File: config.mk
export PLATFORM = sky130hd
export DESIGN_NAME = i2c_bus_lockup_recovery_flat
export DESIGN_NICKNAME = d
export VERILOG_FILES = /design/src/rtl/ilr_pkg.sv /design/src/rtl/ilr_stream_if.sv /design/src/rtl/ilr_regs.sv /design/src/rtl/ilr_step.sv /design/src/rtl/i2c_bus_lockup_recovery.sv /design/src/flat_wrapper.sv
export SDC_FILE = /design/constraint.sdc
export NUM_CORES = 1
export LEC_CHECK = 0
export BUFFER_PORTS_ARGS = -buffer_cell sky130_fd_sc_hd__buf_4
export CORE_UTILIZATION = 45
export CTS_CLUSTER_DIAMETER = 120
export CTS_CLUSTER_SIZE = 40
export DETAILED_ROUTE_END_ITERATION = 10
export PLACE_DENSITY = 0.75
export SLEW_MARGIN = 20
export SYNTH_ARGS = -nofsm -noshare
export SYNTH_HDL_FRONTEND = slang
export SYNTH_SLANG_ARGS = --single-unit
File: constraint.sdc
create_clock -name clk_i -period 4.4 [get_ports clk_i]
set_input_delay 0.44 -clock clk_i [delete_from_list [all_inputs] [get_ports clk_i]]
set_output_delay 0.44 -clock clk_i [all_outputs]
set_load 0.01 [all_outputs]
File: src/rtl/ilr_pkg.sv
package ilr_pkg;

  localparam int unsigned CfgAddrW = 5;
  localparam int unsigned CfgDataW = 32;

  localparam logic [15:0] RstPollTicks  = 16'd1200;
  localparam logic [7:0]  RstBusyLimit  = 8'd20;
  localparam logic [15:0] RstHalfPeriod = 16'd200;
  localparam logic [7:0]  RstMinToggles = 8'd10;
  localparam logic [7:0]  RstMaxToggles = 8'd50;

  localparam logic [1:0] OutcomeNone  = 2'd0;
  localparam logic [1:0] OutcomeFree  = 2'd1;
  localparam logic [1:0] OutcomeFault = 2'd2;

  typedef enum logic [2:0] {
    REG_POLL_TICKS   = 3'd0,
    REG_BUSY_LIMIT   = 3'd1,
    REG_HALF_PERIOD  = 3'd2,
    REG_MIN_TOGGLES  = 3'd3,
    REG_MAX_TOGGLES  = 3'd4
  } reg_idx_e;

  typedef enum logic [3:0] {
    PH_IDLE      = 4'd0,
    PH_POLL      = 4'd1,
    PH_MIN_HIGH  = 4'd2,
    PH_MIN_LOW   = 4'd3,
    PH_EXT_HIGH  = 4'd4,
    PH_EXT_LOW   = 4'd5,
    PH_STOP_LOW  = 4'd6,
    PH_STOP_HIGH = 4'd7,
    PH_SETTLE    = 4'd8
  } phase_e;

  typedef struct packed {
    logic [15:0] poll_ticks;
    logic [7:0]  busy_retry_limit;
    logic [15:0] half_period_ticks;
    logic [7:0]  min_toggles;
    logic [7:0]  max_toggles;
  } cfg_t;

  typedef struct packed {
    logic req_type;
    logic bus_busy;
    logic sda_sample;
  } item_t;

  typedef struct packed {
    logic       active;
    logic       pins_as_gpio;
    logic       scl_drive_en;
    logic       scl_level;
    logic       sda_drive_en;
    logic       sda_level;
    logic       done_res;
    logic [1:0] outcome;
  } result_t;

endpackage

File: src/rtl/ilr_stream_if.sv
interface ilr_stream_if #(
  parameter type T = logic
);
  logic valid;
  logic ready;
  T     payload;

  modport source (output valid, output payload, input ready);
  modport sink (input valid, input payload, output ready);
endinterface

File: src/rtl/ilr_regs.sv
module ilr_regs (
  input  logic                          clk_i,
  input  logic                          rst_ni,
  input  logic                          psel,
  input  logic                          penable,
  input  logic                          pwrite,
  input  logic [ilr_pkg::CfgAddrW-1:0]  paddr,
  input  logic [ilr_pkg::CfgDataW-1:0]  pwdata,
  output logic [ilr_pkg::CfgDataW-1:0]  prdata,
  output logic                          pready,
  output ilr_pkg::cfg_t                 cfg_o
);
  import ilr_pkg::*;

  cfg_t     cfg_q;
  cfg_t     cfg_d;
  logic     wr_en;
  reg_idx_e idx;

  assign pready = 1'b1;
  assign wr_en  = psel & penable & pwrite;
  assign idx    = reg_idx_e'(paddr[CfgAddrW-1:2]);
  assign cfg_o  = cfg_q;

  always_comb begin
    cfg_d = cfg_q;
    if (wr_en) begin
      case (idx)
        REG_POLL_TICKS:  cfg_d.poll_ticks        = pwdata[15:0];
        REG_BUSY_LIMIT:  cfg_d.busy_retry_limit  = pwdata[7:0];
        REG_HALF_PERIOD: cfg_d.half_period_ticks = pwdata[15:0];
        REG_MIN_TOGGLES: cfg_d.min_toggles       = pwdata[7:0];
        REG_MAX_TOGGLES: cfg_d.max_toggles       = pwdata[7:0];
        default: ;
      endcase
    end
  end

  always_comb begin
    case (idx)
      REG_POLL_TICKS:  prdata = {16'd0, cfg_q.poll_ticks};
      REG_BUSY_LIMIT:  prdata = {24'd0, cfg_q.busy_retry_limit};
      REG_HALF_PERIOD: prdata = {16'd0, cfg_q.half_period_ticks};
      REG_MIN_TOGGLES: prdata = {24'd0, cfg_q.min_toggles};
      REG_MAX_TOGGLES: prdata = {24'd0, cfg_q.max_toggles};
      default:         prdata = '0;
    endcase
  end

  always_ff @(posedge clk_i or negedge rst_ni) begin
    if (!rst_ni) begin
      cfg_q.poll_ticks        <= RstPollTicks;
      cfg_q.busy_retry_limit  <= RstBusyLimit;
      cfg_q.half_period_ticks <= RstHalfPeriod;
      cfg_q.min_toggles       <= RstMinToggles;
      cfg_q.max_toggles       <= RstMaxToggles;
    end else begin
      cfg_q <= cfg_d;
    end
  end

endmodule

File: src/rtl/ilr_step.sv
module ilr_step (
  input  logic              clk_i,
  input  logic              rst_ni,
  input  logic              step_i,
  input  ilr_pkg::item_t    item_i,
  input  ilr_pkg::cfg_t     cfg_i,
  output ilr_pkg::result_t  result_o
);
  import ilr_pkg::*;

  phase_e      phase_q, phase_d;
  logic [15:0] tick_q, tick_d;
  logic [7:0]  retries_q, retries_d;
  logic [7:0]  toggles_q, toggles_d;
  logic        done;
  logic [1:0]  outcome;

  logic [15:0] limit;
  logic [16:0] tick_inc;
  logic        wait_hit;
  logic        pulse_last;
  logic [7:0]  toggles_dec;

  assign limit       = (phase_q == PH_POLL) ? cfg_i.poll_ticks : cfg_i.half_period_ticks;
  assign tick_inc    = {1'b0, tick_q} + 17'd1;
  assign wait_hit    = tick_inc >= {1'b0, limit};
  assign pulse_last  = toggles_q <= 8'd1;
  assign toggles_dec = pulse_last ? 8'd0 : toggles_q - 8'd1;

  always_comb begin
    phase_d   = phase_q;
    tick_d    = wait_hit ? 16'd0 : tick_inc[15:0];
    retries_d = retries_q;
    toggles_d = toggles_q;
    done      = 1'b0;
    outcome   = OutcomeNone;
    case (phase_q)
      PH_IDLE: begin
        tick_d = tick_q;
        if (item_i.req_type) begin
          phase_d   = PH_POLL;
          tick_d    = 16'd0;
          retries_d = cfg_i.busy_retry_limit;
        end
      end
      PH_POLL: begin
        if (wait_hit) begin
          if (!item_i.bus_busy) begin
            phase_d = PH_IDLE;
            done    = 1'b1;
            outcome = OutcomeFree;
          end else if (retries_q <= 8'd1) begin
            retries_d = 8'd0;
            toggles_d = cfg_i.min_toggles;
            phase_d   = PH_MIN_HIGH;
          end else begin
            retries_d = retries_q - 8'd1;
          end
        end
      end
      PH_MIN_HIGH: begin
        if (wait_hit) phase_d = PH_MIN_LOW;
      end
      PH_MIN_LOW: begin
        if (wait_hit) begin
          if (pulse_last) begin
            toggles_d = cfg_i.max_toggles;
            phase_d   = PH_EXT_HIGH;
          end else begin
            toggles_d = toggles_dec;
            phase_d   = PH_MIN_HIGH;
          end
        end
      end
      PH_EXT_HIGH: begin
        if (wait_hit) phase_d = PH_EXT_LOW;
      end
      PH_EXT_LOW: begin
        if (wait_hit) begin
          toggles_d = toggles_dec;
          phase_d   = (item_i.sda_sample || pulse_last) ? PH_STOP_LOW : PH_EXT_HIGH;
        end
      end
      PH_STOP_LOW: begin
        if (wait_hit) phase_d = PH_STOP_HIGH;
      end
      PH_STOP_HIGH: begin
        if (wait_hit) phase_d = PH_SETTLE;
      end
      PH_SETTLE: begin
        if (wait_hit) begin
          phase_d = PH_IDLE;
          done    = 1'b1;
          outcome = item_i.bus_busy ? OutcomeFault : OutcomeFree;
        end
      end
      default: begin
        phase_d = PH_IDLE;
        tick_d  = 16'd0;
      end
    endcase
  end

  always_comb begin
    result_o.active       = phase_d != PH_IDLE;
    result_o.pins_as_gpio = phase_d inside {[PH_MIN_HIGH:PH_STOP_HIGH]};
    result_o.scl_drive_en = result_o.pins_as_gpio;
    result_o.scl_level    = phase_d inside {PH_MIN_HIGH, PH_EXT_HIGH, PH_STOP_LOW, PH_STOP_HIGH};
    result_o.sda_drive_en = phase_d inside {PH_STOP_LOW, PH_STOP_HIGH};
    result_o.sda_level    = phase_d == PH_STOP_HIGH;
    result_o.done_res     = done;
    result_o.outcome      = outcome;
  end

  always_ff @(posedge clk_i or negedge rst_ni) begin
    if (!rst_ni) begin
      phase_q   <= PH_IDLE;
      tick_q    <= 16'd0;
      retries_q <= 8'd0;
      toggles_q <= 8'd0;
    end else if (step_i) begin
      phase_q   <= phase_d;
      tick_q    <= tick_d;
      retries_q <= retries_d;
      toggles_q <= toggles_d;
    end
  end

endmodule

File: src/rtl/i2c_bus_lockup_recovery.sv
// I2C bus lockup check and bus-clear recovery. Each input beat is one timer tick carrying a
// start request flag and the sampled bus-busy and SDA levels; each tick yields exactly one
// result beat with the pin controls and, on the finishing tick, the outcome (free or lockup
// fault). One tick is taken per clock cycle while the result side does not stall; a tick's
// result passes through the input register, the sequencer update and the result register
// before it is offered. Timing and count registers are on the APB port; the user must write
// them only while no tick is in flight, and the block itself does not enforce this. Interval
// changes act at once, count changes at the next load of the count.
module i2c_bus_lockup_recovery (
  input  logic                          clk_i,
  input  logic                          rst_ni,
  ilr_stream_if.sink                    in_i,
  ilr_stream_if.source                  out_o,
  input  logic                          psel,
  input  logic                          penable,
  input  logic                          pwrite,
  input  logic [ilr_pkg::CfgAddrW-1:0]  paddr,
  input  logic [ilr_pkg::CfgDataW-1:0]  pwdata,
  output logic [ilr_pkg::CfgDataW-1:0]  prdata,
  output logic                          pready
);
  import ilr_pkg::*;

  cfg_t    cfg;
  item_t   in_q;
  logic    in_vld_q;
  result_t res;
  result_t out_q;
  logic    out_vld_q;
  logic    adv;

  ilr_regs u_regs (
    .clk_i   (clk_i),
    .rst_ni  (rst_ni),
    .psel    (psel),
    .penable (penable),
    .pwrite  (pwrite),
    .paddr   (paddr),
    .pwdata  (pwdata),
    .prdata  (prdata),
    .pready  (pready),
    .cfg_o   (cfg)
  );

  ilr_step u_step (
    .clk_i    (clk_i),
    .rst_ni   (rst_ni),
    .step_i   (adv),
    .item_i   (in_q),
    .cfg_i    (cfg),
    .result_o (res)
  );

  assign adv           = in_vld_q & (~out_vld_q | out_o.ready);
  assign in_i.ready    = ~in_vld_q | adv;
  assign out_o.valid   = out_vld_q;
  assign out_o.payload = out_q;

  always_ff @(posedge clk_i or negedge rst_ni) begin
    if (!rst_ni) begin
      in_vld_q  <= 1'b0;
      out_vld_q <= 1'b0;
    end else begin
      if (in_i.ready) in_vld_q <= in_i.valid;
      if (adv) begin
        out_vld_q <= 1'b1;
      end else if (out_o.ready) begin
        out_vld_q <= 1'b0;
      end
    end
  end

  always_ff @(posedge clk_i) begin
    if (in_i.ready && in_i.valid) in_q <= in_i.payload;
    if (adv) out_q <= res;
  end

endmodule
File: src/flat_wrapper.sv
// flat-port wrapper written by rule: the top's interface ports become plain ports
module i2c_bus_lockup_recovery_flat import ilr_pkg::*;
  (clk_i, rst_ni, psel, penable, pwrite, paddr, pwdata, prdata, pready, in_i_valid, in_i_payload, in_i_ready, out_o_valid, out_o_payload, out_o_ready);
  ilr_stream_if in_i_i ();
  ilr_stream_if out_o_i ();
  input  logic clk_i;
  input  logic rst_ni;
  input  logic psel;
  input  logic penable;
  input  logic pwrite;
  input  logic [ilr_pkg::CfgAddrW-1:0] paddr;
  input  logic [ilr_pkg::CfgDataW-1:0] pwdata;
  output logic [ilr_pkg::CfgDataW-1:0] prdata;
  output logic pready;
  input wire logic [$bits(in_i_i.valid)-1:0] in_i_valid;
  input wire logic [$bits(in_i_i.payload)-1:0] in_i_payload;
  output wire logic [$bits(in_i_i.ready)-1:0] in_i_ready;
  output wire logic [$bits(out_o_i.valid)-1:0] out_o_valid;
  output wire logic [$bits(out_o_i.payload)-1:0] out_o_payload;
  input wire logic [$bits(out_o_i.ready)-1:0] out_o_ready;
  assign in_i_i.valid = in_i_valid;
  assign in_i_i.payload = in_i_payload;
  assign in_i_ready = in_i_i.ready;
  assign out_o_valid = out_o_i.valid;
  assign out_o_payload = out_o_i.payload;
  assign out_o_i.ready = out_o_ready;
  i2c_bus_lockup_recovery u_core (.clk_i(clk_i), .rst_ni(rst_ni), .in_i(in_i_i), .out_o(out_o_i), .psel(psel), .penable(penable), .pwrite(pwrite), .paddr(paddr), .pwdata(pwdata), .prdata(prdata), .pready(pready));
endmodule
==> results of run 1 <==
[flip-flops by register name, indices dropped and copies added, names as in the netlist]
name                     flops
u_core.u_step.phase_q        4
u_core.in_q                  1
u_core.in_vld_q              1
u_core.u_step.tick_q        16
u_core.out_o.valid           1
u_core.u_regs.cfg_o         56
u_core.out_o.payload         1
u_core.u_step.toggles_q      8
[cell type report]
class                      instances  area, µm²
tap                              140        175
fill                             946       5080
clock inverter                     6       88.8
sequential                        88       2230
clock buffer                      10        239
timing repair buffer              50        383
multi-input combinational        364       2700
inverter                          11       41.3
[where the power goes]
group	switching (W)	total, W	internal (W)	leakage [nW]
Combinational	0.000428	0.000784	0.000356	1.31
Sequential	0.000175	0.00117	0.000997	1.09
Clock	0.000322	0.000838	0.000515	0.163
Total	0.000925	0.00279	0.00187	2.57
[cell families (layout without fill, tap and decap cells)]
logic type      after synthesis  in the layout  share of synthesized area
simple gates                144            144                      0.148
compound gates               90             90                      0.119
flops                        88             88                      0.436
mux                          80             80                      0.171
buf+inv                      49             77                     0.0534
fa+ha+maj                    19             19                     0.0465
xor+xnor                     14             14                     0.0240
other cells                   2             17                    0.00147
[stage by stage]
stage	hold slack, ns	util	setup slack, ns
detailed placement	0.497	0.503	0.856
global placement	0.469	0.503	0.912
global route	0.227	0.535	0.532
finish	0.122	0.535	0.813
floorplan	0.144	-	0.902
CTS	0.274	0.533	0.791
[synth_stat cells, drive strengths merged, types with 14 or more instances]
| cell | count | area share |
|---|---|---|
| dfrtp | 72 | 0.35 |
| mux2 | 57 | 0.13 |
| nand2 | 50 | 0.037 |
| buf | 30 | 0.039 |
| nor2 | 29 | 0.022 |
| o21ai | 29 | 0.031 |
| a21oi | 24 | 0.024 |
| mux2i | 23 | 0.045 |
| ha | 19 | 0.047 |
| dfstp | 14 | 0.072 |
| nand3 | 14 | 0.016 |
| nor3 | 14 | 0.017 |
[layer usage]
layer	wire [µm]	global-route usage	up-vias
met5	0	0	-
met2	5320	0.327	98
li1	-	-	1792
met1	4920	0.268	1845
met3	427	0.0325	10
met4	117	0.0666	0
[worst max-delay path: cells and delay by family, from the launching register on]
family,cells,cell delay [ns]
compound gates,4,0.95
fa+ha+maj,1,0.31
buf+inv,2,0.52
flops,1,0.52
mux,1,0.32
simple gates,5,0.81
[worst max-delay path by stage]
| stage | start | to | slack, ns |
|---|---|---|---|
| 2_1_floorplan | u_core.u_step.phase_q[3] | u_core.u_step.toggles_q[7] | 0.90 |
| 3_3_place_gp | u_core.u_step.phase_q[3] | u_core.u_step.tick_q[2] | 0.91 |
| 3_5_place_dp | u_core.u_step.phase_q[3] | u_core.u_step.phase_q[2] | 0.86 |
| 4_1_cts | u_core.u_step.phase_q[3] | u_core.u_step.phase_q[2] | 0.79 |
| 5_1_grt | u_core.u_step.phase_q[3] | u_core.u_step.phase_q[2] | 0.53 |
| 6_report | u_core.u_step.phase_q[3] | u_core.u_step.phase_q[2] | 0.81 |
==> impl_table.tex, run 1 <==
\begin{tabular}{lr}
\hline
Metric & Value \\
\hline
\multicolumn{2}{l}{\textbf{Clock network}} \\
Clock buffer count from CTS & 9 \\
Root Driver & clkbuf\_16 \\
Clock buffer depth & 2 \\
Resized Gates After CTS & 0 \\
Number of sinks handled by clock tree synthesis & between 80 and 90 \\
Clock-pin slew of the registers on the worst-case setup and hold paths & about 0.060 ns \\
Buffers inserted during post-CTS setup optimization & 0 \\
H-tree level count & 3 \\
TritonCTS clock tree & done \\
Hold Buf Count CTS & 0 \\
Insertion delay of the later-clocked pin in the worst-skew pair & 0.34 ns \\
\multicolumn{2}{l}{\textbf{Route}} \\
Antenna-violating nets left & 0 \\
Total vias in the final route & 3745 \\
Detail-routed via count per cell & roughly 5.6 \\
First-iteration detailed-routing DRC count & 214 \\
TritonRoute pass-1 iters & 4 \\
Detailed-route wire length & 10.8 mm \\
Detailed-route DRC error count & 0 \\
Average wire length per cell after detail routing & 16.1 µm \\
\multicolumn{2}{l}{\textbf{Setup path}} \\
Slowest-stage cell, CP & dfrtp\_1 \\
Arrival time at the worst endpoint & 3.79 ns \\
Setup slack on the worst flop-to-flop path & approximately 0.81 ns \\
Critical path peak fanout & 16 \\
Cell type with the highest occurrence count on the critical path & nor2\_1 \\
Endpoint of the worst register-to-register path & u\_core.u\_step.phase\_q[2] \\
Worst stage delay on the critical path & $\sim$0.52 ns \\
Crit-path cells & nor2\_1 -> nand2\_1 -> nor2\_1 -> buf\_4 -> mux2i\_1 -> ha\_1 -> a211oi\_2 -> nor2\_1 -> o41a\_4 -> nor3b\_4 -> buf\_4 -> o21ai\_0 -> o311ai\_0 \\
Startpoint of the worst register-to-register path & u\_core.u\_step.phase\_q[3] \\
Critical Path Start Type & register \\
Cell count of the worst reg-to-reg path & 13 \\
Crit end category & register \\
Worst setup path class & register to register \\
Worst endpoint required time & 4.60 ns \\
\multicolumn{2}{l}{\textbf{Synthesis}} \\
Number of distinct library cells after synthesis & 53 \\
Gate count of the mapped netlist & around 490 \\
Fraction of synthesis flops using an asynchronous set or reset pin & 0.977 \\
Part of the Yosys area used for sequential elements & 0.436 \\
Number of enable-type register cells in the synthesized netlist & 2 \\
Post-synthesis area per instance & about 11 µm² \\
Most frequently used flop master after synthesis & dfrtp\_1 \\
Cell area after synthesis & between 5000 and 6000 µm² \\
Synthesis Warnings & 0 \\
\#FFs+latches synth & 88 \\
\multicolumn{2}{l}{\textbf{Global route}} \\
Via count of the first global-routing pass & 3666 \\
Maximum number of pins on one net before global-route repair & 87 \\
Antenna violations before repair & 0 \\
Global-route wire length before repair & roughly 18 mm \\
Overall Global Routing Usage & 0.200 \\
Overflow left after global routing & 0 \\
\multicolumn{2}{l}{\textbf{Floorplanning}} \\
IO Count & around 80 \\
Site Rows & 38 \\
Starting Density & 0.467 \\
Area of the die & between 10000 and 15000 µm² \\
Vertical die dimension & between 100 and 150 µm \\
Area of the core & 10900 µm² \\
Die width & between 100 and 150 µm \\
\multicolumn{2}{l}{\textbf{Finish}} \\
Most frequent standard cell in the layout excluding fill and tap cells & dfrtp\_1 \\
Net count reported at finish & $\sim$590 \\
Commonest non-fill, non-tap cells in the layout & 72 x dfrtp\_1, 57 x mux2\_2, 50 x nand2\_1 \\
Post-layout instance area & about 6000 µm² \\
Filler-free cell count of the finished design & 669 \\
Area delta synth->final & 14.5\% \\
Count of inserted antenna diode cells & 0 \\
Ratio of cells with drive above 1 in the final layout & 0.295 \\
\multicolumn{2}{l}{\textbf{Timing}} \\
Final hold vios & 0 \\
Headroom to the max-slew limit & 0.376 \\
Final number of setup-violating endpoints & 0 \\
Maximum clock skew at final layout & roughly 0.0089 ns \\
Setup repair after global routing missed its margin & no \\
Final worst-path cycle share & 0.815 \\
Pin slew with the least headroom to its limit & about 0.93 ns \\
Fin. max-slew vios & 0 \\
Post-route minimum period & approximately 3.6 ns \\
Setup TNS & 0 ns \\
Highest clock rate & 279 MHz \\
\multicolumn{2}{l}{\textbf{Min path}} \\
Class of the tightest hold or removal check & primary input to asynchronous set/reset pin \\
\multicolumn{2}{l}{\textbf{Run}} \\
Max Cap Viol & 0 \\
\multicolumn{2}{l}{\textbf{Placed design}} \\
GPL Wtd Cong & slightly above 0.8 \\
Count of buffers from port buffering & between 40 and 50 \\
Cell count after placement & around 650 \\
Post-place instance area & $\sim$5500 µm² \\
Half-perimeter wire length after detailed placement & roughly 7.6 mm \\
\multicolumn{2}{l}{\textbf{Status}} \\
Result of the run & finished clean \\
\multicolumn{2}{l}{\textbf{Power}} \\
Leakage power of the design & 2.57 nW \\
Cell Pwr Density & $\sim$480 nW/µm² \\
Tot Pwr & approximately 0.0028 W \\
Peak supply drop & 0.271 mV \\
\hline
\end{tabular}
Power figures use the tool's default switching activity.
==> run 2, diff against run 1 <==
--- a/config.mk
+++ b/config.mk
@@ -5,6 +5,7 @@
 export SDC_FILE = /design/constraint.sdc
 export NUM_CORES = 1
 export LEC_CHECK = 0
+export ABC_AREA = 1
 export BUFFER_PORTS_ARGS = -buffer_cell sky130_fd_sc_hd__buf_4
 export CORE_UTILIZATION = 45
 export CTS_CLUSTER_DIAMETER = 120
==> constraint.sdc (replaced) <==
create_clock -name clk_i -period 3.3 [get_ports clk_i]
set_input_delay 0.33 -clock clk_i [delete_from_list [all_inputs] [get_ports clk_i]]
set_output_delay 0.33 -clock clk_i [all_outputs]
set_load 0.01 [all_outputs]
==> run 2 against run 1 <==
  * Global-route usage increased by 0.88 points
  * First-iteration DRC count increased by 28%
  * Area after synthesis increased by 2.7%
  * Die area increased by 2.6%
  * The run now ends with design-rule violations, negative hold slack left
  * Final cell count increased by 28%
  * Sequential cell count unchanged
  * Critical path depth increased by 2
==> impl_table.tex, run 2 <==
\begin{tabular}{lr}
\hline
Metric & Value \\
\hline
\multicolumn{2}{l}{\textbf{Status}} \\
Result of the run & finished with violations (was finished clean) \\
Violations in the final reports & design-rule violations, negative hold slack \\
\multicolumn{2}{l}{\textbf{Clock network}} \\
Root Driver & clkbuf\_16 (unchanged) \\
Buffers inserted during post-CTS setup optimization & 0 (unchanged) \\
Hold Buf Count CTS & 0 (unchanged) \\
Clock buffer depth & 2 (unchanged) \\
Clock-pin slew of the registers on the worst-case setup and hold paths & 0.06 ns (about the same) \\
Resized Gates After CTS & 0 (unchanged) \\
Insertion delay of the later-clocked pin in the worst-skew pair & 0.34 ns (about the same) \\
H-tree level count & 3 (unchanged) \\
Number of sinks handled by clock tree synthesis & 88 (unchanged) \\
Clock buffer count from CTS & 9 (unchanged) \\
TritonCTS clock tree & done (unchanged) \\
\multicolumn{2}{l}{\textbf{Setup path}} \\
Number of buffer and inverter stages on the critical path & 1 (was 2) \\
Critical Path Start Type & register (unchanged) \\
Setup slack on the worst flop-to-flop path & 0.30 ns (was 0.81 ns) \\
Critical path peak fanout & 12 (was 16) \\
Crit-path cells & ha\_1 -> nand2\_1 -> nor2\_4 -> nand3\_2 -> nor2\_1 -> xor2\_1 -> ha\_1 -> nand2\_1 -> nor2\_1 -> nand2\_1 -> o21ai\_0 -> nor2\_1 -> nand2\_4 -> buf\_4 -> o21ai\_0 (was nor2\_1 -> nand2\_1 -> nor2\_1 -> buf\_4 -> mux2i\_1 -> ha\_1 -> a211oi\_2 -> nor2\_1 -> o41a\_4 -> nor3b\_4 -> buf\_4 -> o21ai\_0 -> o311ai\_0) \\
Crit end category & register (unchanged) \\
Worst stage delay on the critical path & 0.41 ns (was 0.52 ns) \\
Category of cells accounting for the largest share of critical-path delay & simple AND/OR/NAND/NOR gates (was compound AO/OA/AOI/OAI gates) \\
Arrival time at the worst endpoint & 3.26 ns (was 3.79 ns) \\
Number of gates on the worst path with buffers counted & 15 (was 13) \\
Endpoint of the worst register-to-register path & u\_core.u\_step.tick\_q[9] (was u\_core.u\_step.phase\_q[2]) \\
Startpoint of the worst register-to-register path & u\_core.u\_step.tick\_q[0] (was u\_core.u\_step.phase\_q[3]) \\
Worst endpoint required time & 3.56 ns (was 4.60 ns) \\
Critical path capture point & u\_core.u\_step.tick\_q[9] (was u\_core.u\_step.phase\_q[2]) \\
Start point of the critical path & u\_core.u\_step.tick\_q[0] (was u\_core.u\_step.phase\_q[3]) \\
Worst setup path class & register to register (unchanged) \\
Cell count of the worst reg-to-reg path & 15 (was 13) \\
Slowest-stage cell, CP & dfrtp\_1 (unchanged) \\
\multicolumn{2}{l}{\textbf{Min path}} \\
Class of the tightest hold or removal check & primary input to asynchronous set/reset pin (unchanged) \\
\multicolumn{2}{l}{\textbf{Finish}} \\
Net count reported at finish & 771 (was 588) \\
Most frequent standard cell in the layout excluding fill and tap cells & nand2\_1 (was dfrtp\_1) \\
Area delta synth->final & 13.7\% (was 14.5\%) \\
Ratio of cells with drive above 1 in the final layout & 0.159 (was 0.295) \\
Largest register FFs & 56 (unchanged) \\
Count of inserted antenna diode cells & 0 (unchanged) \\
Filler-free cell count of the finished design & 855 (was 669) \\
Commonest non-fill, non-tap cells in the layout & 218 x nand2\_1, 85 x o21ai\_0, 72 x dfrtp\_1 (was 72 x dfrtp\_1, 57 x mux2\_2, 50 x nand2\_1) \\
\multicolumn{2}{l}{\textbf{Timing}} \\
Final hold vios & 7 (was 0) \\
Pin slew with the least headroom to its limit & 0.946 ns (was 0.934 ns) \\
Final worst-path cycle share & 0.910 (was 0.815) \\
Maximum clock skew at final layout & 0.00413 ns (was 0.00893 ns) \\
Highest clock rate & 333 MHz (was 279 MHz) \\
Final number of setup-violating endpoints & 0 (unchanged) \\
Setup slack after layout & 0.296 ns (was 0.813 ns) \\
Setup TNS & 0 ns (unchanged) \\
Headroom to the max-slew limit & 0.368 (was 0.376) \\
Fin. max-slew vios & 0 (unchanged) \\
Post-route minimum period & 3.00 ns (was 3.59 ns) \\
Setup repair after global routing missed its margin & no (unchanged) \\
Worst Hold Margin & -0.0109 ns (was 0.122 ns) \\
\multicolumn{2}{l}{\textbf{Synthesis}} \\
Post-synthesis area per instance & 7.88 µm² (was 10.5 µm²) \\
Leading cell type by number of instances after synthesis & nand2\_1 (was dfrtp\_1) \\
Synthesis Warnings & 0 (unchanged) \\
\#FFs+latches synth & 88 (unchanged) \\
Cell area after synthesis & 5250 µm² (was 5110 µm²) \\
Most area-hungry cell type in the Yosys netlist & dfrtp\_1 (unchanged) \\
Area fraction in and, or, nand and nor cells after synthesis & 0.247 (was 0.148) \\
Adder-cell area share of the yosys netlist & 0.0453 (was 0.0465) \\
Number of distinct library cells after synthesis & 45 (was 53) \\
Synth Area in Compound Gates & 0.144 (was 0.119) \\
Parity-gate share of the synthesized area counting xor and xnor cells & 0.0267 (was 0.0240) \\
Gate count of the mapped netlist & 666 (was 486) \\
Number of enable-type register cells in the synthesized netlist & 2 (unchanged) \\
Part of the Yosys area used for sequential elements & 0.425 (was 0.436) \\
Proportion of synthesized area in mux cells & 0.0134 (was 0.171) \\
Combinational family with the most area after synthesis & simple AND/OR/NAND/NOR gates (was multiplexers) \\
Most numerous cell types in the synthesized netlist & 218 x nand2\_1, 85 x o21ai\_0, 72 x dfrtp\_1 (was 72 x dfrtp\_1, 57 x mux2\_2, 50 x nand2\_1) \\
Fraction of synthesis flops using an asynchronous set or reset pin & 0.977 (unchanged) \\
Share of the synthesized area in the top cell type & 0.343 (was 0.353) \\
Most frequently used flop master after synthesis & dfrtp\_1 (unchanged) \\
Ranking of synthesized cells by area & dfrtp\_1 34\%, nand2\_1 16\%, o21ai\_0 8.1\%, dfstp\_2 7.0\%, inv\_1 4.7\% (was dfrtp\_1 35\%, mux2\_2 13\%, dfstp\_2 7.2\%, ha\_1 4.7\%, mux2i\_1 4.5\%) \\
\multicolumn{2}{l}{\textbf{Global route}} \\
Antenna violations before repair & 0 (unchanged) \\
Overflow left after global routing & 0 (unchanged) \\
Maximum number of pins on one net before global-route repair & 44 (was 87) \\
Overall Global Routing Usage & 0.208 (was 0.200) \\
Via count of the first global-routing pass & 4187 (was 3666) \\
Global-route wire length before repair & 19.3 mm (was 18.1 mm) \\
\multicolumn{2}{l}{\textbf{Power}} \\
Combinational share of power & 0.152 (was 0.281) \\
Share of total power in sequential cells & 0.448 (was 0.419) \\
Peak supply drop & 0.303 mV (was 0.271 mV) \\
Part of the power in the clock network & 0.400 (was 0.300) \\
Switching pwr & 0.000791 W (was 0.000925 W) \\
Switching Share & 0.266 (was 0.331) \\
Leakage power of the design & 2.96 nW (was 2.57 nW) \\
Cell-internal power & 0.00219 W (was 0.00187 W) \\
Cell Pwr Density & 499 nW/µm² (was 477 nW/µm²) \\
\multicolumn{2}{l}{\textbf{Route}} \\
Detailed-route wire length & 11.8 mm (was 10.8 mm) \\
TritonRoute pass-1 iters & 10 (was 4) \\
Detailed-route DRC error count & 2 (was 0) \\
Total vias in the final route & 4474 (was 3745) \\
Antenna-violating nets left & 0 (unchanged) \\
Detail-routed via count per cell & 5.23 (was 5.60) \\
Average wire length per cell after detail routing & 13.8 µm (was 16.1 µm) \\
First-iteration detailed-routing DRC count & 274 (was 214) \\
\multicolumn{2}{l}{\textbf{Placed design}} \\
Half-perimeter wire length after detailed placement & 8.50 mm (was 7.59 mm) \\
GPL Wtd Cong & 0.831 (was 0.821) \\
Post-Place Setup Slack & 0.126 ns (was 0.856 ns) \\
Cell count after placement & 839 (was 652) \\
Count of buffers from port buffering & 45 (unchanged) \\
\multicolumn{2}{l}{\textbf{Run}} \\
Max Cap Viol & 0 (unchanged) \\
\multicolumn{2}{l}{\textbf{Floorplanning}} \\
Area of the core & 11400 µm² (was 10900 µm²) \\
Area of the die & 12100 µm² (was 11800 µm²) \\
Die width & 110 µm (was 109 µm) \\
Vertical die dimension & 110 µm (was 109 µm) \\
Site Rows & 39 (was 38) \\
Starting Density & 0.461 (was 0.467) \\
IO Count & 81 (unchanged) \\
\hline
\end{tabular}
==> run 2: final cells by class <==
class / count / area [µm²]
Tap cell: 143 / 179
Inverter: 69 / 259
Clock buffer: 11 / 243
Fill cell: 1036 / 5400
Sequential cell: 88 / 2230
Clock inverter: 5 / 104
Multi-Input combinational cell: 488 / 2570
Timing Repair Buffer: 51 / 383
==> run 2: cell families after synthesis <==
logic type,after synthesis
simple gates,305
compound gates,124
buf+inv,105
flops,88
fa+ha+maj,19
xor+xnor,16
mux,7
other cells,2
==> run 2: metrics by stage <==
step | total power (W) | area (µm²) | util | hold slack (ns)
after floorplan | 0.00165 | 5300 | - | 0.0344
after global placement | 0.00177 | 5610 | 0.493 | 0.361
after detailed placement | 0.00180 | 5610 | 0.493 | 0.369
after CTS | 0.00298 | 5960 | 0.524 | 0.00306
after global routing | 0.00311 | 5970 | 0.525 | 0.0398
final | 0.00298 | 5970 | 0.525 | -0.0109
==> run 2: per-layer routing <==
metal	global-route usage	share of wire	wire length [µm]	vias to the layer above
met4	0.0790	0.019	225	0
met3	0.0388	0.044	524	22
met1	0.267	0.44	5210	2130
li1	-	-	-	2201
met5	0	0	0	-
met2	0.350	0.50	5850	121
==> run 2: worst reg2reg max path: stages, from the launching register on <==
cell and delay, ns:
dfrtp_1 0.41, ha_1 0.22, nand2_1 0.12, nor2_4 0.16, nand3_2 0.14, nor2_1 0.15, xor2_1 0.22, ha_1 0.28
nand2_1 0.12, nor2_1 0.06, nand2_1 0.07, o21ai_0 0.12, nor2_1 0.25, nand2_4 0.19, buf_4 0.22, o21ai_0 0.19
==> run 2: how the worst min path moves through the flow <==
| stage | start | to | slack (ns) | cells after the start |
|---|---|---|---|---|
| finish | rst_ni | u_core.in_vld_q | -0.01 | 1 |
| global route | rst_ni | u_core.in_vld_q | 0.04 | 1 |
| CTS | rst_ni | u_core.out_o.valid | 0.003 | 1 |
| detailed placement | rst_ni | u_core.in_vld_q | 0.37 | 1 |
| global placement | rst_ni | u_core.out_o.valid | 0.36 | 1 |
| floorplan | rst_ni | u_core.in_vld_q | 0.03 | 0 |
==> run 2: power by group through the flow <==
stage / sequential [W] / combinational (W) / clock, W
2_1_floorplan: 0.00132 / 0.000322 / 0
3_3_place_gp: 0.00134 / 0.000432 / 0
3_5_place_dp: 0.00135 / 0.000451 / 0
4_1_cts: 0.00133 / 0.000454 / 0.00120
5_1_grt: 0.00135 / 0.000524 / 0.00124
6_report: 0.00134 / 0.000452 / 0.00119
==> run 3, diff against run 2 <==
==> constraint.sdc (replaced) <==
create_clock -name clk_i -period 2.99 [get_ports clk_i]
set_input_delay 0.299 -clock clk_i [delete_from_list [all_inputs] [get_ports clk_i]]
set_output_delay 0.299 -clock clk_i [all_outputs]
set_load 0.01 [all_outputs]
==> run 3 against run 2 <==
  * Power is 2.0% higher
  * The run now ends clean
  * Critical path depth stayed put
  * First-iteration DRC count is 16% higher
  * Register-to-register slack worse by 0.09 ns
  * Combinational power is 11% higher
  * Setup slack worse by 0.094 ns
  * Routed wire length is 1.1% lower
==> impl_table.tex, run 3 (synthesized netlist as in run 2, its figures left out) <==
\begin{tabular}{lr}
\hline
Metric & Value \\
\hline
\multicolumn{2}{l}{\textbf{Route}} \\
TritonRoute pass-1 iters & 5 (was 10) \\
Detailed-route wire length & 11.7 mm (was 11.8 mm) \\
Detailed-route DRC error count & 0 (was 2) \\
Average wire length per cell after detail routing & 13.6 µm (was 13.8 µm) \\
Antenna-violating nets left & 0 (unchanged) \\
Total vias in the final route & 4449 (was 4474) \\
First-iteration detailed-routing DRC count & 317 (was 274) \\
Detail-routed via count per cell & 5.16 (was 5.23) \\
\multicolumn{2}{l}{\textbf{Clock network}} \\
Root Driver & clkbuf\_16 (unchanged) \\
TritonCTS clock tree & done (unchanged) \\
Hold Buf Count CTS & 0 (unchanged) \\
Clock buffer count from CTS & 9 (unchanged) \\
H-tree level count & 3 (unchanged) \\
Clock buffer depth & 2 (unchanged) \\
Number of sinks handled by clock tree synthesis & 88 (unchanged) \\
Clock-pin slew of the registers on the worst-case setup and hold paths & 0.07 ns (was 0.06 ns) \\
Insertion delay of the later-clocked pin in the worst-skew pair & 0.35 ns (was 0.34 ns) \\
\multicolumn{2}{l}{\textbf{Setup path}} \\
Number of buffer and inverter stages on the critical path & 1 (unchanged) \\
Worst setup path class & register to register (unchanged) \\
Category of cells accounting for the largest share of critical-path delay & simple AND/OR/NAND/NOR gates (unchanged) \\
Crit-path cells & ha\_2 -> nand2\_1 -> nor2\_4 -> nand3\_2 -> nor2\_1 -> xor2\_1 -> ha\_1 -> a21oi\_1 -> nor2\_1 -> nor2\_1 -> nand2\_1 -> nor2\_4 -> nand2\_4 -> buf\_4 -> o21ai\_0 (was ha\_1 -> nand2\_1 -> nor2\_4 -> nand3\_2 -> nor2\_1 -> xor2\_1 -> ha\_1 -> nand2\_1 -> nor2\_1 -> nand2\_1 -> o21ai\_0 -> nor2\_1 -> nand2\_4 -> buf\_4 -> o21ai\_0) \\
Arrival time at the worst endpoint & 3.05 ns (was 3.26 ns) \\
Endpoint of the worst register-to-register path & u\_core.u\_step.tick\_q[9] (unchanged) \\
Worst endpoint required time & 3.25 ns (was 3.56 ns) \\
Cell type with the highest occurrence count on the critical path & nor2\_1 \\
Crit end category & register (unchanged) \\
Worst stage delay on the critical path & 0.40 ns (was 0.41 ns) \\
Cell count of the worst reg-to-reg path & 15 (unchanged) \\
Setup slack on the worst flop-to-flop path & 0.20 ns (was 0.30 ns) \\
Critical path peak fanout & 8 (was 12) \\
Critical Path Start Type & register (unchanged) \\
Startpoint of the worst register-to-register path & u\_core.u\_step.tick\_q[0] (unchanged) \\
Slowest-stage cell, CP & dfrtp\_1 (unchanged) \\
\multicolumn{2}{l}{\textbf{Timing}} \\
Setup slack after layout & 0.202 ns (was 0.296 ns) \\
Final hold vios & 0 (was 7) \\
Post-route minimum period & 2.79 ns (was 3.00 ns) \\
Final worst-path cycle share & 0.932 (was 0.910) \\
Final number of setup-violating endpoints & 0 (unchanged) \\
Pin slew with the least headroom to its limit & 0.932 ns (was 0.946 ns) \\
Maximum clock skew at final layout & 0.00691 ns (was 0.00413 ns) \\
Headroom to the max-slew limit & 0.377 (was 0.368) \\
Fin. max-slew vios & 0 (unchanged) \\
Highest clock rate & 359 MHz (was 333 MHz) \\
\multicolumn{2}{l}{\textbf{Status}} \\
Result of the run & finished clean (was finished with violations) \\
\multicolumn{2}{l}{\textbf{Placed design}} \\
Count of buffers from port buffering & 45 (unchanged) \\
Post-Place Setup Slack & 0.0883 ns (was 0.126 ns) \\
GPL Wtd Cong & 0.839 (was 0.831) \\
Half-perimeter wire length after detailed placement & 8.25 mm (was 8.50 mm) \\
Cell count after placement & 840 (was 839) \\
Post-place instance area & 5620 µm² (was 5610 µm²) \\
\multicolumn{2}{l}{\textbf{Power}} \\
Part of the power in the clock network & 0.349 (was 0.400) \\
Combinational share of power & 0.165 (was 0.152) \\
Cell Pwr Density & 507 nW/µm² (was 499 nW/µm²) \\
Switching Share & 0.293 (was 0.266) \\
Switching pwr & 0.000891 W (was 0.000791 W) \\
Cell-internal power & 0.00215 W (was 0.00219 W) \\
Leakage power of the design & 2.95 nW (was 2.96 nW) \\
Peak supply drop & 0.323 mV (was 0.303 mV) \\
Share of total power in sequential cells & 0.486 (was 0.448) \\
\multicolumn{2}{l}{\textbf{Floorplanning}} \\
Vertical die dimension & 110 µm (unchanged) \\
Area of the die & 12100 µm² (unchanged) \\
Area of the core & 11400 µm² (unchanged) \\
IO Count & 81 (unchanged) \\
Starting Density & 0.461 (unchanged) \\
Site Rows & 39 (unchanged) \\
Die width & 110 µm (unchanged) \\
\multicolumn{2}{l}{\textbf{Finish}} \\
Most frequent standard cell in the layout excluding fill and tap cells & nand2\_1 (unchanged) \\
Largest register FFs & 56 (unchanged) \\
Filler-free cell count of the finished design & 862 (was 855) \\
Net count reported at finish & 778 (was 771) \\
Area delta synth->final & 14.1\% (was 13.7\%) \\
Ratio of cells with drive above 1 in the final layout & 0.177 (was 0.159) \\
Post-layout instance area & 5980 µm² (was 5970 µm²) \\
Count of inserted antenna diode cells & 0 (unchanged) \\
Commonest non-fill, non-tap cells in the layout & 218 x nand2\_1, 82 x o21ai\_0, 71 x dfrtp\_1 (was 218 x nand2\_1, 85 x o21ai\_0, 72 x dfrtp\_1) \\
\multicolumn{2}{l}{\textbf{Global route}} \\
Overflow left after global routing & 0 (unchanged) \\
Global-route wire length before repair & 19.1 mm (was 19.3 mm) \\
Overall Global Routing Usage & 0.204 (was 0.208) \\
Maximum number of pins on one net before global-route repair & 87 (was 44) \\
Antenna violations before repair & 0 (unchanged) \\
Via count of the first global-routing pass & 4097 (was 4187) \\
\multicolumn{2}{l}{\textbf{Run}} \\
Max Cap Viol & 0 (unchanged) \\
\multicolumn{2}{l}{\textbf{Min path}} \\
Class of the tightest hold or removal check & primary input to asynchronous set/reset pin (unchanged) \\
\hline
\end{tabular}
run 3: changes by cell type in the layout (fill, tap and decap cells not counted), moves of 2 or more:
| cell | change |
|---|---|
| clkinvlp_4 | +4 |
| bufinv_16 | -3 |
| o21ai_1 | +2 |
| buf_4 | +5 |
| inv_6 | +2 |
| o21ai_0 | -3 |
| nor2_4 | +2 |
run 3: power by group through the flow:
| stage | registers (W) | logic (W) | clock network (W) |
|---|---|---|---|
| after floorplan | 0.00146 | 0.000355 | 0 |
| after global placement | 0.00148 | 0.000476 | 0 |
| after detailed placement | 0.00149 | 0.000497 | 0 |
| after CTS | 0.00147 | 0.000499 | 0.00107 |
| after global routing | 0.00149 | 0.000583 | 0.00112 |
| final | 0.00147 | 0.000502 | 0.00106 |
run 3: worst max-delay path by stage:
stage	startpoint	endpoint	slack (ns)	cells past startpoint
after floorplan	u_core.u_step.phase_q[3]	u_core.out_o.payload	0.25	18
after global placement	u_core.u_step.tick_q[0]	u_core.u_step.toggles_q[1]	0.15	16
after detailed placement	u_core.u_step.tick_q[0]	u_core.u_step.toggles_q[3]	0.09	16
after CTS	u_core.u_step.phase_q[2]	u_core.u_step.toggles_q[4]	0.04	16
after global routing	u_core.u_step.tick_q[0]	u_core.u_step.tick_q[9]	-0.03	15
final	u_core.u_step.tick_q[0]	u_core.u_step.tick_q[9]	0.20	15
run 3: per-layer routing:
metal | share of wire | up-vias | global-route usage
met5 | 0 | - | 0
met4 | 0.027 | 0 | 0.0752
met3 | 0.043 | 22 | 0.0359
met2 | 0.49 | 122 | 0.340
met1 | 0.44 | 2091 | 0.266
li1 | - | 2214 | -
run 3: final cells by class:
class	instances	area [µm²]
fill	1051	5390
multi-input combinational	488	2590
sequential	88	2230
timing repair buffer	58	439
inverter	69	263
clock buffer	9	225
tap	143	179
clock inverter	7	53.8
run 3: per-stage QoR:
stage          hold slack [ns]  power, W  setup TNS, ns   util
6_report               0.00950   0.00304              0  0.526
2_1_floorplan          0.00341   0.00182              0      -
3_5_place_dp             0.473   0.00199              0  0.494
5_1_grt                 0.0732   0.00319        -0.0509  0.526
3_3_place_gp             0.467   0.00196              0  0.494
4_1_cts                  0.122   0.00304              0  0.519
run 3: timing repair:
action | 4_1_cts | 5_1_grt
setup endpoints to repair | 0 | 29
resized for setup | 0 | 13
setup buffers | 0 | 6
